==> config.mk <==
export PLATFORM = sky130hd
export DESIGN_NAME = text_scroll_cursor_wrap
export DESIGN_NICKNAME = d
export VERILOG_FILES = /design/src/hw/rtl/tscw_pkg.sv /design/src/hw/rtl/tscw_front.sv /design/src/hw/rtl/tscw_queue.sv /design/src/hw/rtl/tscw_back.sv /design/src/hw/rtl/text_scroll_cursor_wrap.sv
export SDC_FILE = /design/constraint.sdc
export NUM_CORES = 1
export LEC_CHECK = 0
export ABC_AREA = 1
export BUFFER_PORTS_ARGS = -buffer_cell sky130_fd_sc_hd__buf_2
export CORE_AREA = 8 8 167 122
export DETAILED_ROUTE_END_ITERATION = 10
export DIE_AREA = 0 0 175 130
export PLACE_DENSITY = 0.77
export REMOVE_ABC_BUFFERS = 1
export SLEW_MARGIN = 30
export SYNTH_ARGS = -nofsm -noshare
export SYNTH_HDL_FRONTEND = slang
export SYNTH_SLANG_ARGS = --single-unit
==> constraint.sdc <==
create_clock -name clk -period 12.1 [get_ports clk]
set_input_delay 1.815 -clock clk [delete_from_list [all_inputs] [get_ports clk]]
set_output_delay 1.815 -clock clk [all_outputs]
set_load 0.1 [all_outputs]
==> src/hw/rtl/tscw_pkg.sv <==
package tscw_pkg;

    // Geometry defaults of the character display.
    localparam int DEF_COLUMNS     = 20;
    localparam int DEF_ROWS        = 4;
    // Depth of the command queue between front and back.
    localparam int DEF_QUEUE_DEPTH = 4;

    // Field widths of one result item on the output stream.
    localparam int ROW_W  = 2;
    localparam int COL_W  = 5;
    localparam int CHAR_W = 8;

    // Most results one character can cause.
    localparam int MAX_RES = 3;

    localparam logic [CHAR_W-1:0] SPACE_CODE = 8'd32;

    // Accented codes and the glyph slots they map to.
    localparam logic [CHAR_W-1:0] ACC_U_UML  = 8'd220;
    localparam logic [CHAR_W-1:0] ACC_O_UML  = 8'd214;
    localparam logic [CHAR_W-1:0] ACC_A_UML  = 8'd196;
    localparam logic [CHAR_W-1:0] ACC_AE     = 8'd198;
    localparam logic [CHAR_W-1:0] ACC_O_STR  = 8'd216;
    localparam logic [CHAR_W-1:0] ACC_A_RING = 8'd197;
    localparam logic [CHAR_W-1:0] ACC_N_TIL  = 8'd209;

    localparam logic [CHAR_W-1:0] GLYPH_U_UML  = 8'd0;
    localparam logic [CHAR_W-1:0] GLYPH_O_UML  = 8'd1;
    localparam logic [CHAR_W-1:0] GLYPH_A_UML  = 8'd2;
    localparam logic [CHAR_W-1:0] GLYPH_AE     = 8'd3;
    localparam logic [CHAR_W-1:0] GLYPH_O_STR  = 8'd4;
    localparam logic [CHAR_W-1:0] GLYPH_A_RING = 8'd6;
    localparam logic [CHAR_W-1:0] GLYPH_N_TIL  = 8'd7;

    typedef enum logic {
        CMD_WRITE  = 1'b0,
        CMD_SCROLL = 1'b1
    } cmd_kind_t;

    // One display command as it leaves the block.
    typedef struct packed {
        cmd_kind_t         kind;
        logic [ROW_W-1:0]  row;
        logic [COL_W-1:0]  col;
        logic [CHAR_W-1:0] chr;
    } result_t;

    // All commands caused by one character, in emission order.
    typedef struct packed {
        logic [1:0]              count;
        result_t [MAX_RES-1:0]   res;
    } job_t;

    // Replace the accented codes by their custom glyph slots.
    function automatic logic [CHAR_W-1:0] remap(input logic [CHAR_W-1:0] c);
        logic [CHAR_W-1:0] r;
        case (c)
            ACC_U_UML:  r = GLYPH_U_UML;
            ACC_O_UML:  r = GLYPH_O_UML;
            ACC_A_UML:  r = GLYPH_A_UML;
            ACC_AE:     r = GLYPH_AE;
            ACC_O_STR:  r = GLYPH_O_STR;
            ACC_A_RING: r = GLYPH_A_RING;
            ACC_N_TIL:  r = GLYPH_N_TIL;
            default:    r = c;
        endcase
        return r;
    endfunction

endpackage

==> src/hw/rtl/tscw_front.sv <==
module tscw_front
    import tscw_pkg::*;
#(
    parameter int COLUMNS = DEF_COLUMNS,
    parameter int ROWS    = DEF_ROWS
)
(
    input  logic              clk,
    input  logic              rst_n,
    input  logic              remap_enable,
    input  logic              in_valid,
    output logic              in_ready,
    input  logic [CHAR_W-1:0] char_in,
    input  logic              q_full,
    output logic              push,
    output job_t              push_job
);

    localparam int CW = $clog2(COLUMNS + 1);
    localparam int RW = (ROWS > 1) ? $clog2(ROWS) : 1;
    localparam logic [CW-1:0] COL_LAST = CW'(COLUMNS - 1);
    localparam logic [RW-1:0] ROW_LAST = RW'(ROWS - 1);

    logic [CW-1:0] col_reg, col_next;
    logic [RW-1:0] row_reg, row_next;
    logic          pend_reg, pend_next;
    logic          accept;
    logic          is_space;
    logic [CHAR_W-1:0] c;
    logic [1:0]    n;

    // Fit a cursor position into the output field widths.
    function automatic logic [ROW_W-1:0] fit_row(input logic [RW-1:0] r);
        logic [RW+ROW_W-1:0] ext;
        ext = {{ROW_W{1'b0}}, r};
        return ext[ROW_W-1:0];
    endfunction

    function automatic logic [COL_W-1:0] fit_col(input logic [CW-1:0] k);
        logic [CW+COL_W-1:0] ext;
        ext = {{COL_W{1'b0}}, k};
        return ext[COL_W-1:0];
    endfunction

    function automatic result_t wr_cmd(input logic [RW-1:0] r, input logic [CW-1:0] k,
                                       input logic [CHAR_W-1:0] ch);
        result_t x;
        x.kind = CMD_WRITE;
        x.row  = fit_row(r);
        x.col  = fit_col(k);
        x.chr  = ch;
        return x;
    endfunction

    function automatic result_t scroll_cmd();
        result_t x;
        x      = '0;
        x.kind = CMD_SCROLL;
        return x;
    endfunction

    assign in_ready = !q_full;
    assign accept   = in_valid && in_ready;

    // Classify the character and work out its commands and the new cursor.
    always_comb
    begin
        c         = remap_enable ? remap(char_in) : char_in;
        is_space  = (c == SPACE_CODE);
        col_next  = col_reg;
        row_next  = row_reg;
        pend_next = pend_reg;
        push_job  = '0;
        n         = 2'd0;
        if (is_space)
        begin
            pend_next = 1'b1;
        end
        else
        begin
            if (pend_reg)
            begin
                if (col_next > COL_LAST)
                begin
                    col_next = '0;
                    if (row_next == ROW_LAST)
                    begin
                        push_job.res[n] = scroll_cmd();
                        n = n + 2'd1;
                    end
                    else
                    begin
                        row_next = row_next + RW'(1);
                    end
                end
                // A held space that would land in the first column is dropped.
                if (col_next != '0)
                begin
                    push_job.res[n] = wr_cmd(row_next, col_next, SPACE_CODE);
                    n = n + 2'd1;
                    col_next = col_next + CW'(1);
                end
                pend_next = 1'b0;
            end
            if (col_next > COL_LAST)
            begin
                col_next = '0;
                if (row_next == ROW_LAST)
                begin
                    push_job.res[n] = scroll_cmd();
                    n = n + 2'd1;
                end
                else
                begin
                    row_next = row_next + RW'(1);
                end
            end
            push_job.res[n] = wr_cmd(row_next, col_next, c);
            n = n + 2'd1;
            col_next = col_next + CW'(1);
        end
        push_job.count = n;
        push = accept && !is_space;
    end

    // Cursor state advances on every accepted transaction.
    always_ff @(posedge clk or negedge rst_n)
    begin
        if (!rst_n)
        begin
            col_reg  <= '0;
            row_reg  <= '0;
            pend_reg <= 1'b0;
        end
        else if (accept)
        begin
            col_reg  <= col_next;
            row_reg  <= row_next;
            pend_reg <= pend_next;
        end
    end

    a_cursor_range: assert property (@(posedge clk) disable iff (!rst_n)
        (col_reg <= CW'(COLUMNS)) && (row_reg <= ROW_LAST))
        else $error("cursor left the display");

    a_push_count: assert property (@(posedge clk) disable iff (!rst_n)
        push |-> (push_job.count != 2'd0) && (push_job.res[push_job.count - 2'd1].kind == CMD_WRITE))
        else $error("job does not end in a character write");

endmodule

==> src/hw/rtl/tscw_queue.sv <==
module tscw_queue
    import tscw_pkg::*;
#(
    parameter int DEPTH = DEF_QUEUE_DEPTH
)
(
    input  logic clk,
    input  logic rst_n,
    input  logic push,
    input  job_t push_job,
    input  logic pop,
    output job_t head,
    output logic empty,
    output logic full
);

    localparam int AW = (DEPTH > 1) ? $clog2(DEPTH) : 1;

    job_t        mem_reg [DEPTH];
    logic [AW:0] wptr_reg, rptr_reg;

    // Pointers carry one extra wrap bit to tell full from empty.
    assign empty = (wptr_reg == rptr_reg);
    assign full  = (wptr_reg[AW] != rptr_reg[AW]) &&
                   (wptr_reg[AW-1:0] == rptr_reg[AW-1:0]);
    assign head  = mem_reg[rptr_reg[AW-1:0]];

    function automatic logic [AW:0] bump(input logic [AW:0] p);
        logic [AW:0] q;
        if (p[AW-1:0] == AW'(DEPTH - 1))
        begin
            q = {~p[AW], {AW{1'b0}}};
        end
        else
        begin
            q = p + (AW+1)'(1);
        end
        return q;
    endfunction

    // Entry storage holds payload only.
    always_ff @(posedge clk)
    begin
        if (push && !full)
        begin
            mem_reg[wptr_reg[AW-1:0]] <= push_job;
        end
    end

    always_ff @(posedge clk or negedge rst_n)
    begin
        if (!rst_n)
        begin
            wptr_reg <= '0;
            rptr_reg <= '0;
        end
        else
        begin
            if (push && !full)
            begin
                wptr_reg <= bump(wptr_reg);
            end
            if (pop && !empty)
            begin
                rptr_reg <= bump(rptr_reg);
            end
        end
    end

    a_no_overflow: assert property (@(posedge clk) disable iff (!rst_n)
        (push |-> !full) and (pop |-> !empty))
        else $error("queue pushed while full or popped while empty");

endmodule

==> src/hw/rtl/tscw_back.sv <==
module tscw_back
    import tscw_pkg::*;
(
    input  logic              clk,
    input  logic              rst_n,
    input  job_t              head,
    input  logic              q_empty,
    output logic              pop,
    output logic              out_valid,
    input  logic              out_ready,
    output result_t           out_res,
    output logic              out_last
);

    logic       vld_reg;
    result_t    res_reg;
    logic       last_reg;
    logic [1:0] idx_reg, idx_next;
    logic       load;
    logic       at_end;

    // Step through the head job into the output register, one command per cycle while the output is accepted.
    always_comb
    begin
        load     = !q_empty && (!vld_reg || out_ready);
        at_end   = (idx_reg == (head.count - 2'd1));
        pop      = load && at_end;
        idx_next = idx_reg;
        if (load)
        begin
            idx_next = at_end ? 2'd0 : (idx_reg + 2'd1);
        end
    end

    always_ff @(posedge clk or negedge rst_n)
    begin
        if (!rst_n)
        begin
            vld_reg <= 1'b0;
            idx_reg <= 2'd0;
        end
        else
        begin
            idx_reg <= idx_next;
            if (load)
            begin
                vld_reg <= 1'b1;
            end
            else if (out_ready)
            begin
                vld_reg <= 1'b0;
            end
        end
    end

    always_ff @(posedge clk)
    begin
        if (load)
        begin
            res_reg  <= head.res[idx_reg];
            last_reg <= at_end;
        end
    end

    assign out_valid = vld_reg;
    assign out_res   = res_reg;
    assign out_last  = last_reg;

    a_idx_in_job: assert property (@(posedge clk) disable iff (!rst_n)
        !q_empty |-> (idx_reg < head.count))
        else $error("command index beyond the head job");

    a_idx_reset_on_pop: assert property (@(posedge clk) disable iff (!rst_n)
        pop |=> (idx_reg == 2'd0))
        else $error("command index not cleared after the job finished");

endmodule

==> src/hw/rtl/text_scroll_cursor_wrap.sv <==
// Channel        | Dir | Payload (low bit first)                        | Transfer
// s_axis         | in  | tdata: char_in[7:0]                            | tvalid & tready
// m_axis         | out | tdata: cell_row, cell_col, cell_char, pad;     | tvalid & tready
//                |     | tuser: cmd_kind; tlast: last                   |
// cfg            | in  | cfg_wdata: remap_enable                        | cfg_we
//
// The front accepts one character per cycle while the command queue has room;
// a space pushes nothing itself but is held and written ahead of the next character unless it would land in column 0.
// The back emits one command per cycle from its output register while m_axis is ready,
// and a character yields 1 to 3 commands; that output register sets the sustained rate.
// Reset clears the cursor, the held space, the queue and remap_enable.
// Either side may stall without losing commands; the queue absorbs the slack.
module text_scroll_cursor_wrap
    import tscw_pkg::*;
#(
    parameter int COLUMNS     = DEF_COLUMNS,
    parameter int ROWS        = DEF_ROWS,
    parameter int QUEUE_DEPTH = DEF_QUEUE_DEPTH
)
(
    input  logic        clk,
    input  logic        rst_n,
    input  logic        cfg_we,
    input  logic        cfg_wdata,
    input  logic        s_axis_tvalid,
    output logic        s_axis_tready,
    input  logic [7:0]  s_axis_tdata,   // char_in[7:0]
    output logic        m_axis_tvalid,
    input  logic        m_axis_tready,
    output logic [15:0] m_axis_tdata,   // cell_row[1:0], cell_col[6:2], cell_char[14:7], 0[15]
    output logic        m_axis_tuser,   // cmd_kind[0]
    output logic        m_axis_tlast
);

    logic    remap_reg;
    logic    q_full, q_empty;
    logic    push, pop;
    job_t    push_job, head;
    result_t out_res;

    // Remap control register.
    always_ff @(posedge clk or negedge rst_n)
    begin
        if (!rst_n)
        begin
            remap_reg <= 1'b0;
        end
        else if (cfg_we)
        begin
            remap_reg <= cfg_wdata;
        end
    end

    tscw_front #(
        .COLUMNS (COLUMNS),
        .ROWS    (ROWS)
    ) u_front (
        .clk          (clk),
        .rst_n        (rst_n),
        .remap_enable (remap_reg),
        .in_valid     (s_axis_tvalid),
        .in_ready     (s_axis_tready),
        .char_in      (s_axis_tdata),
        .q_full       (q_full),
        .push         (push),
        .push_job     (push_job)
    );

    tscw_queue #(
        .DEPTH (QUEUE_DEPTH)
    ) u_queue (
        .clk      (clk),
        .rst_n    (rst_n),
        .push     (push),
        .push_job (push_job),
        .pop      (pop),
        .head     (head),
        .empty    (q_empty),
        .full     (q_full)
    );

    tscw_back u_back (
        .clk       (clk),
        .rst_n     (rst_n),
        .head      (head),
        .q_empty   (q_empty),
        .pop       (pop),
        .out_valid (m_axis_tvalid),
        .out_ready (m_axis_tready),
        .out_res   (out_res),
        .out_last  (m_axis_tlast)
    );

    // Pack the command onto the output stream.
    assign m_axis_tdata = {1'b0, out_res.chr, out_res.col, out_res.row};
    assign m_axis_tuser = out_res.kind;

endmodule
==> flow_metrics.env, run 1 <==
export IMPL_crit_slowest_cell="dfrtp_1"
export IMPL_ant_nets=0
export IMPL_largest_reg_flops=200
export IMPL_die_h_um=130
export IMPL_crit_chain="o21ai_2, o21ai_0, nand3_1, ha_1, nor2_1, inv_1, nor2_1, o21ai_0, o21ai_1, inv_1, ha_1, inv_1, o21ai_0, o21ai_0, nor2_1"
export IMPL_syn_cell_area_um2=10460
export IMPL_maxCapViolations=0
export IMPL_setup_ws_ns=8.092
export IMPL_row_count=41
export IMPL_nets=981
export IMPL_insertion_delay_ns=0.51
export IMPL_htreeDepth=1
export IMPL_routabilityCongestion=0.8778
export IMPL_synth_top_cell_area_share_pct=62.30
export IMPL_outcome="complete, no violations"
export IMPL_critical_path_max_stage_delay_ns=0.46
export IMPL_max_slew_margin_pct=36.44
export IMPL_initial_core_util_pct=59.10
export IMPL_clock_skew_final_ns=0.01022
export IMPL_path_clk_slew_ns=0.06
export IMPL_grt_use_total_pct=20.90
export IMPL_slew_violations=0
export IMPL_cpMostUsedCell="o21ai_0"
export IMPL_cts_resized=0
export IMPL_grt_pass1_vias=6857
export IMPL_vias=7114
export IMPL_crit_fanout=15
export IMPL_pin_count=34
export IMPL_area_growth_pct=9.487
export IMPL_ys_top_cells_by_area="edfxtp_1 (62%), nor2_1 (6.0%), o21ai_0 (5.6%)"
export IMPL_cts_sinks=235
export IMPL_final_cell_mix="edfxtp_1 (217), nor2_1 (166), nand2_1 (125)"
export IMPL_cts_root_buf="clkbuf_16"
export IMPL_start_kind="register"
export IMPL_final_common_cell="edfxtp_1"
export IMPL_die_area_um2=22750
export IMPL_regArea_um2=6968
export IMPL_final_cells=1204
export IMPL_drt_total_wl_um=23730
export IMPL_drc=0
export IMPL_yosysSeqAreaShare_pct=66.61
export IMPL_cts_tree="yes"
export IMPL_syn_area_per_cell_um2=11.23
export IMPL_viasPerCell=5.909
export IMPL_dp_cells=1163
export IMPL_cp_arrival_ns=4.22
export IMPL_antenna_found_initial=1
export IMPL_critPathRequiredTime_ns=12.32
export IMPL_multiInputGateArea_um2=3070
export IMPL_synth_top_cell_by_area="edfxtp_1"
export IMPL_post_cts_buffers=0
export IMPL_fmax_mhz=249.5
export IMPL_end_kind="register"
export IMPL_crit_buf_inv=3
export IMPL_core_area_um2=17700
export IMPL_final_layout_size_suffix_gt1_share_pct=12.31
export IMPL_die_x_um=175
export IMPL_hold_viol_final=0
export IMPL_timing_final_crit_period_ns=4.008
export IMPL_place_ws_ns=7.775
export IMPL_tightest_slew_ns=0.9534
export IMPL_gr_total_overflow=0
export IMPL_utilization_pct=64.70
export IMPL_hold_buffers=0
export IMPL_grt_max_degree=99
export IMPL_tns_ns=0
export IMPL_worstHoldPathType="reg2reg"
export IMPL_synth_seq_cells=235
export IMPL_setup_violations=0
export IMPL_dp_hpwl_um=14010
export IMPL_syn_inst=931
export IMPL_ys_warn_count=0
export IMPL_firstDrtPassIters=6
export IMPL_routedWlPerCell_um=19.71
export IMPL_first_iter_violations=852
export IMPL_path_class="reg2reg"
export IMPL_fillers=1322
export IMPL_rsz0062_at_grt="no"
export IMPL_grt_pass1_wl_um=37370
export IMPL_ys_types=40
export IMPL_clockBufferDepth=3
export IMPL_period_share_pct=33.12
export IMPL_cts_inserted_buffers=22
export IMPL_port_buffers=32
export IMPL_critical_path_top_delay_family="compound AO/OA/AOI/OAI gates"
final cells by class:
type,instances,share of cell area (%)
inverters,62,2.054
flip-flops and latches,235,60.85
well taps,236,2.579
clock buffers,30,5.070
repair buffers,42,2.054
clock inverters,10,0.5573
multi-input cells,588,26.81
diodes,1,0.02185
logic make-up after synthesis:
logic type | Yosys count | share of synthesized area, %
simple gates | 366 | 14.95
flops | 235 | 66.61
compound gates | 196 | 11.44
buf+inv | 108 | 4.271
fa+ha+maj | 16 | 1.914
xor+xnor | 8 | 0.6700
other cells | 1 | 0.03586
mux | 1 | 0.1077
worst paths after layout:
check / from / endpoint / slack [ns] / depth (start not counted)
max in group asynchronous: rst_n / u_queue.rptr_reg[0] / 10.52 / 1
worst max register to register: u_front.col_reg[2] / u_queue.mem_reg[3][10] / 8.09 / 15
worst min register to register: u_queue.rptr_reg[2] / u_queue.rptr_reg[2] / 0.51 / 1
min in group asynchronous: rst_n / remap_reg / 1.24 / 1
worst max-delay path: u_front.col_reg[2] / u_queue.mem_reg[3][10] / 8.09 / 15
worst min-delay path: u_queue.rptr_reg[2] / u_queue.rptr_reg[2] / 0.51 / 1
synth_stat cells:
cell / instances
edfxtp_1: 217
nor2_1: 168
nand2_1: 125
o21ai_0: 116
inv_1: 54
clkbuf_1: 37
nand3_1: 31
o221ai_1: 25
o22ai_1: 23
dfrtp_1: 18
ha_1: 16
nand2_2: 14
a32o_1: 9
nor2_2: 7
o211ai_1: 7
a21oi_1: 6
inv_2: 6
nand4_1: 6
nor3_1: 6
o21ai_2: 5
xnor2_1: 5
nand2_4: 4
buf_2: 3
xor2_1: 3
buf_1: 2
buf_6: 2
nand2_8: 2
o21bai_1: 2
a21oi_2: 1
buf_12: 1
buf_4: 1
clkinv_1: 1
conb_1: 1
inv_4: 1
mux2_2: 1
nand3b_1: 1
nor2_4: 1
o21a_1: 1
o21ai_1: 1
or2_2: 1
routing by layer:
layer  vias up  routed length, um  track usage, %
li1       3338                  -               -
met1      3403              10550           29.82
met2       316              10380           32.14
met3        57               2252           4.473
met4         0                537           5.865
met5         -                  0               0
worst reg2reg max path, cell delays in order, from the launching register on:
cell	delay (ns)
dfrtp_1	0.46
o21ai_2	0.45
o21ai_0	0.22
nand3_1	0.21
ha_1	0.26
nor2_1	0.19
inv_1	0.13
nor2_1	0.11
o21ai_0	0.10
o21ai_1	0.26
inv_1	0.16
ha_1	0.33
inv_1	0.38
o21ai_0	0.18
o21ai_0	0.17
nor2_1	0.14
through the flow:
step | hold WS [ns] | instance area, um2
floorplan | 0.4550 | 10250
global placement | 0.4817 | 10800
detailed placement | 0.5001 | 10800
CTS | 0.5125 | 11450
global route | 0.5402 | 11450
finish | 0.5111 | 11450
Power of run 1 is left out: the tool's default activity adds up to more than one toggle a clock period on the data nets, which glitch-free logic cannot reach.
==> run 2: changes to the inputs <==
==> constraint.sdc (replaced) <==
create_clock -name clk -period 3.9 [get_ports clk]
set_input_delay 0.585 -clock clk [delete_from_list [all_inputs] [get_ports clk]]
set_output_delay 0.585 -clock clk [all_outputs]
set_load 0.1 [all_outputs]
==> flow_metrics.env, run 2 (same netlist as run 1, synthesis figures left out) <==
export IMPL_viasPerCell=5.864
export IMPL_drc=0
export IMPL_worstHoldPathType="in2async"
export IMPL_cts_inserted_buffers=22
export IMPL_cpMostUsedCell="nand2_1"
export IMPL_insertion_delay_ns=0.51
export IMPL_firstDrtPassIters=6
export IMPL_cp_arrival_ns=3.93
export IMPL_grt_pass1_wl_um=37490
export IMPL_nets=991
export IMPL_first_iter_violations=765
export IMPL_htreeDepth=1
export IMPL_initial_core_util_pct=59.10
export IMPL_final_common_cell="edfxtp_1"
export IMPL_clockBufferDepth=3
export IMPL_max_slew_margin_pct=50.99
export IMPL_path_clk_slew_ns=0.06
export IMPL_rrSetupSlack_ns=0.26
export IMPL_largest_reg_flops=200
export IMPL_crit_fanout=13
export IMPL_die_x_um=175
export IMPL_setup_violations=0
export IMPL_path_class="reg2reg"
export IMPL_rsz0062_at_grt="no"
export IMPL_antenna_found_initial=0
export IMPL_cts_root_buf="clkbuf_16"
export IMPL_final_layout_size_suffix_gt1_share_pct=13.35
export IMPL_critical_path_max_stage_delay_ns=0.48
export IMPL_maxCapViolations=0
export IMPL_grt_use_total_pct=20.86
export IMPL_dp_hpwl_um=14130
export IMPL_slew_violations=0
export IMPL_period_share_pct=93.21
export IMPL_start_kind="register"
export IMPL_die_h_um=130
export IMPL_routedWlPerCell_um=19.61
export IMPL_row_count=41
export IMPL_fmax_mhz=275.1
export IMPL_end_kind="register"
export IMPL_clock_skew_final_ns=0.01838
export IMPL_tns_ns=0
export IMPL_grt_max_degree=60
export IMPL_tightest_slew_ns=0.7352
export IMPL_routabilityCongestion=0.9371
export IMPL_gr_total_overflow=0
export IMPL_outcome="complete, no violations"
export IMPL_ant_nets=0
export IMPL_timing_final_crit_period_ns=3.635
export IMPL_cts_sinks=235
export IMPL_drt_total_wl_um=23730
export IMPL_crit_buf_inv=3
export IMPL_critPathRequiredTime_ns=4.20
export IMPL_port_buffers=32
export IMPL_final_cell_mix="edfxtp_1 (217), nor2_1 (166), nand2_1 (125)"
export IMPL_core_area_um2=17700
export IMPL_vias=7095
export IMPL_crit_slowest_cell="dfrtp_1"
export IMPL_die_area_um2=22750
export IMPL_hold_viol_final=0
export IMPL_area_growth_pct=10.93
export IMPL_grt_pass1_vias=6740
export IMPL_critical_path_top_delay_family="simple AND/OR/NAND/NOR gates"
export IMPL_cts_tree="yes"
export IMPL_fillers=1324
export IMPL_diodes=0
export IMPL_pin_count=34
export IMPL_crit_chain="o21ai_4, o21ai_0, nand3_1, ha_1, nor2_1, inv_1, ha_1, nand2_1, o21ai_0, inv_1, ha_2, clkinvlp_2, nand2_1, nand2_1, nor2_1"
## run 2: area by class of cell
type	instances	area, um2	share of cell area, %
flip-flops and latches	235	6968	60.06
multi-input cells	588	3080	26.55
clock buffers	28	594.3	5.122
repair buffers	51	340.3	2.933
well taps	236	295.3	2.545
inverters	62	239.0	2.060
clock inverters	9	80.08	0.6902
repair inverters	1	5.005	0.04314
## run 2: path summary, 6_finish.rpt
check,from,endpoint,cells past startpoint
worst min-delay path,rst_n,u_queue.wptr_reg[2],1
max in group asynchronous,rst_n,u_queue.rptr_reg[0],1
worst max register to register,u_front.col_reg[2],u_queue.mem_reg[2][9],15
min in group clk,cfg_wdata,remap_reg,2
worst max-delay path,u_front.col_reg[2],u_queue.mem_reg[2][9],15
worst min register to register,u_front.row_reg[0],u_front.row_reg[0],2
## run 2: layer usage
layer  wire [um]  global-route usage, %  up-vias
li1            -                      -     3357
met1       10670                  29.49     3395
met2       10780                  33.93      300
met3        1820                  3.348       43
met4         455                  4.523        0
met5           0                      0        -
## run 2: stage by stage
| stage | cells | utilization [%] | worst slack, ns | hold slack [ns] | cell area, um2 |
|---|---|---|---|---|---|
| CTS | 1206 | 65.32 | 0.04164 | 0.02540 | 11560 |
| finish | 1210 | 65.56 | 0.2648 | 0.02128 | 11600 |
| detailed placement | 1169 | 61.51 | 0.04889 | 0.4685 | 10890 |
| global placement | 1169 | 61.51 | 0.2661 | 0.4654 | 10890 |
| floorplan | 885 | - | -1.921 | 0.2894 | 10250 |
| global route | 1210 | 65.56 | 0.01487 | 0.04743 | 11600 |
## run 2: timing repair
item | 4_1_cts | 5_1_grt
gates resized for setup | 0 | 4
endpoints found under the setup margin | 0 | 56
hold buffers | 0 | 0
setup buffers | 0 | 3
Power of run 2 is left out for the same reason.
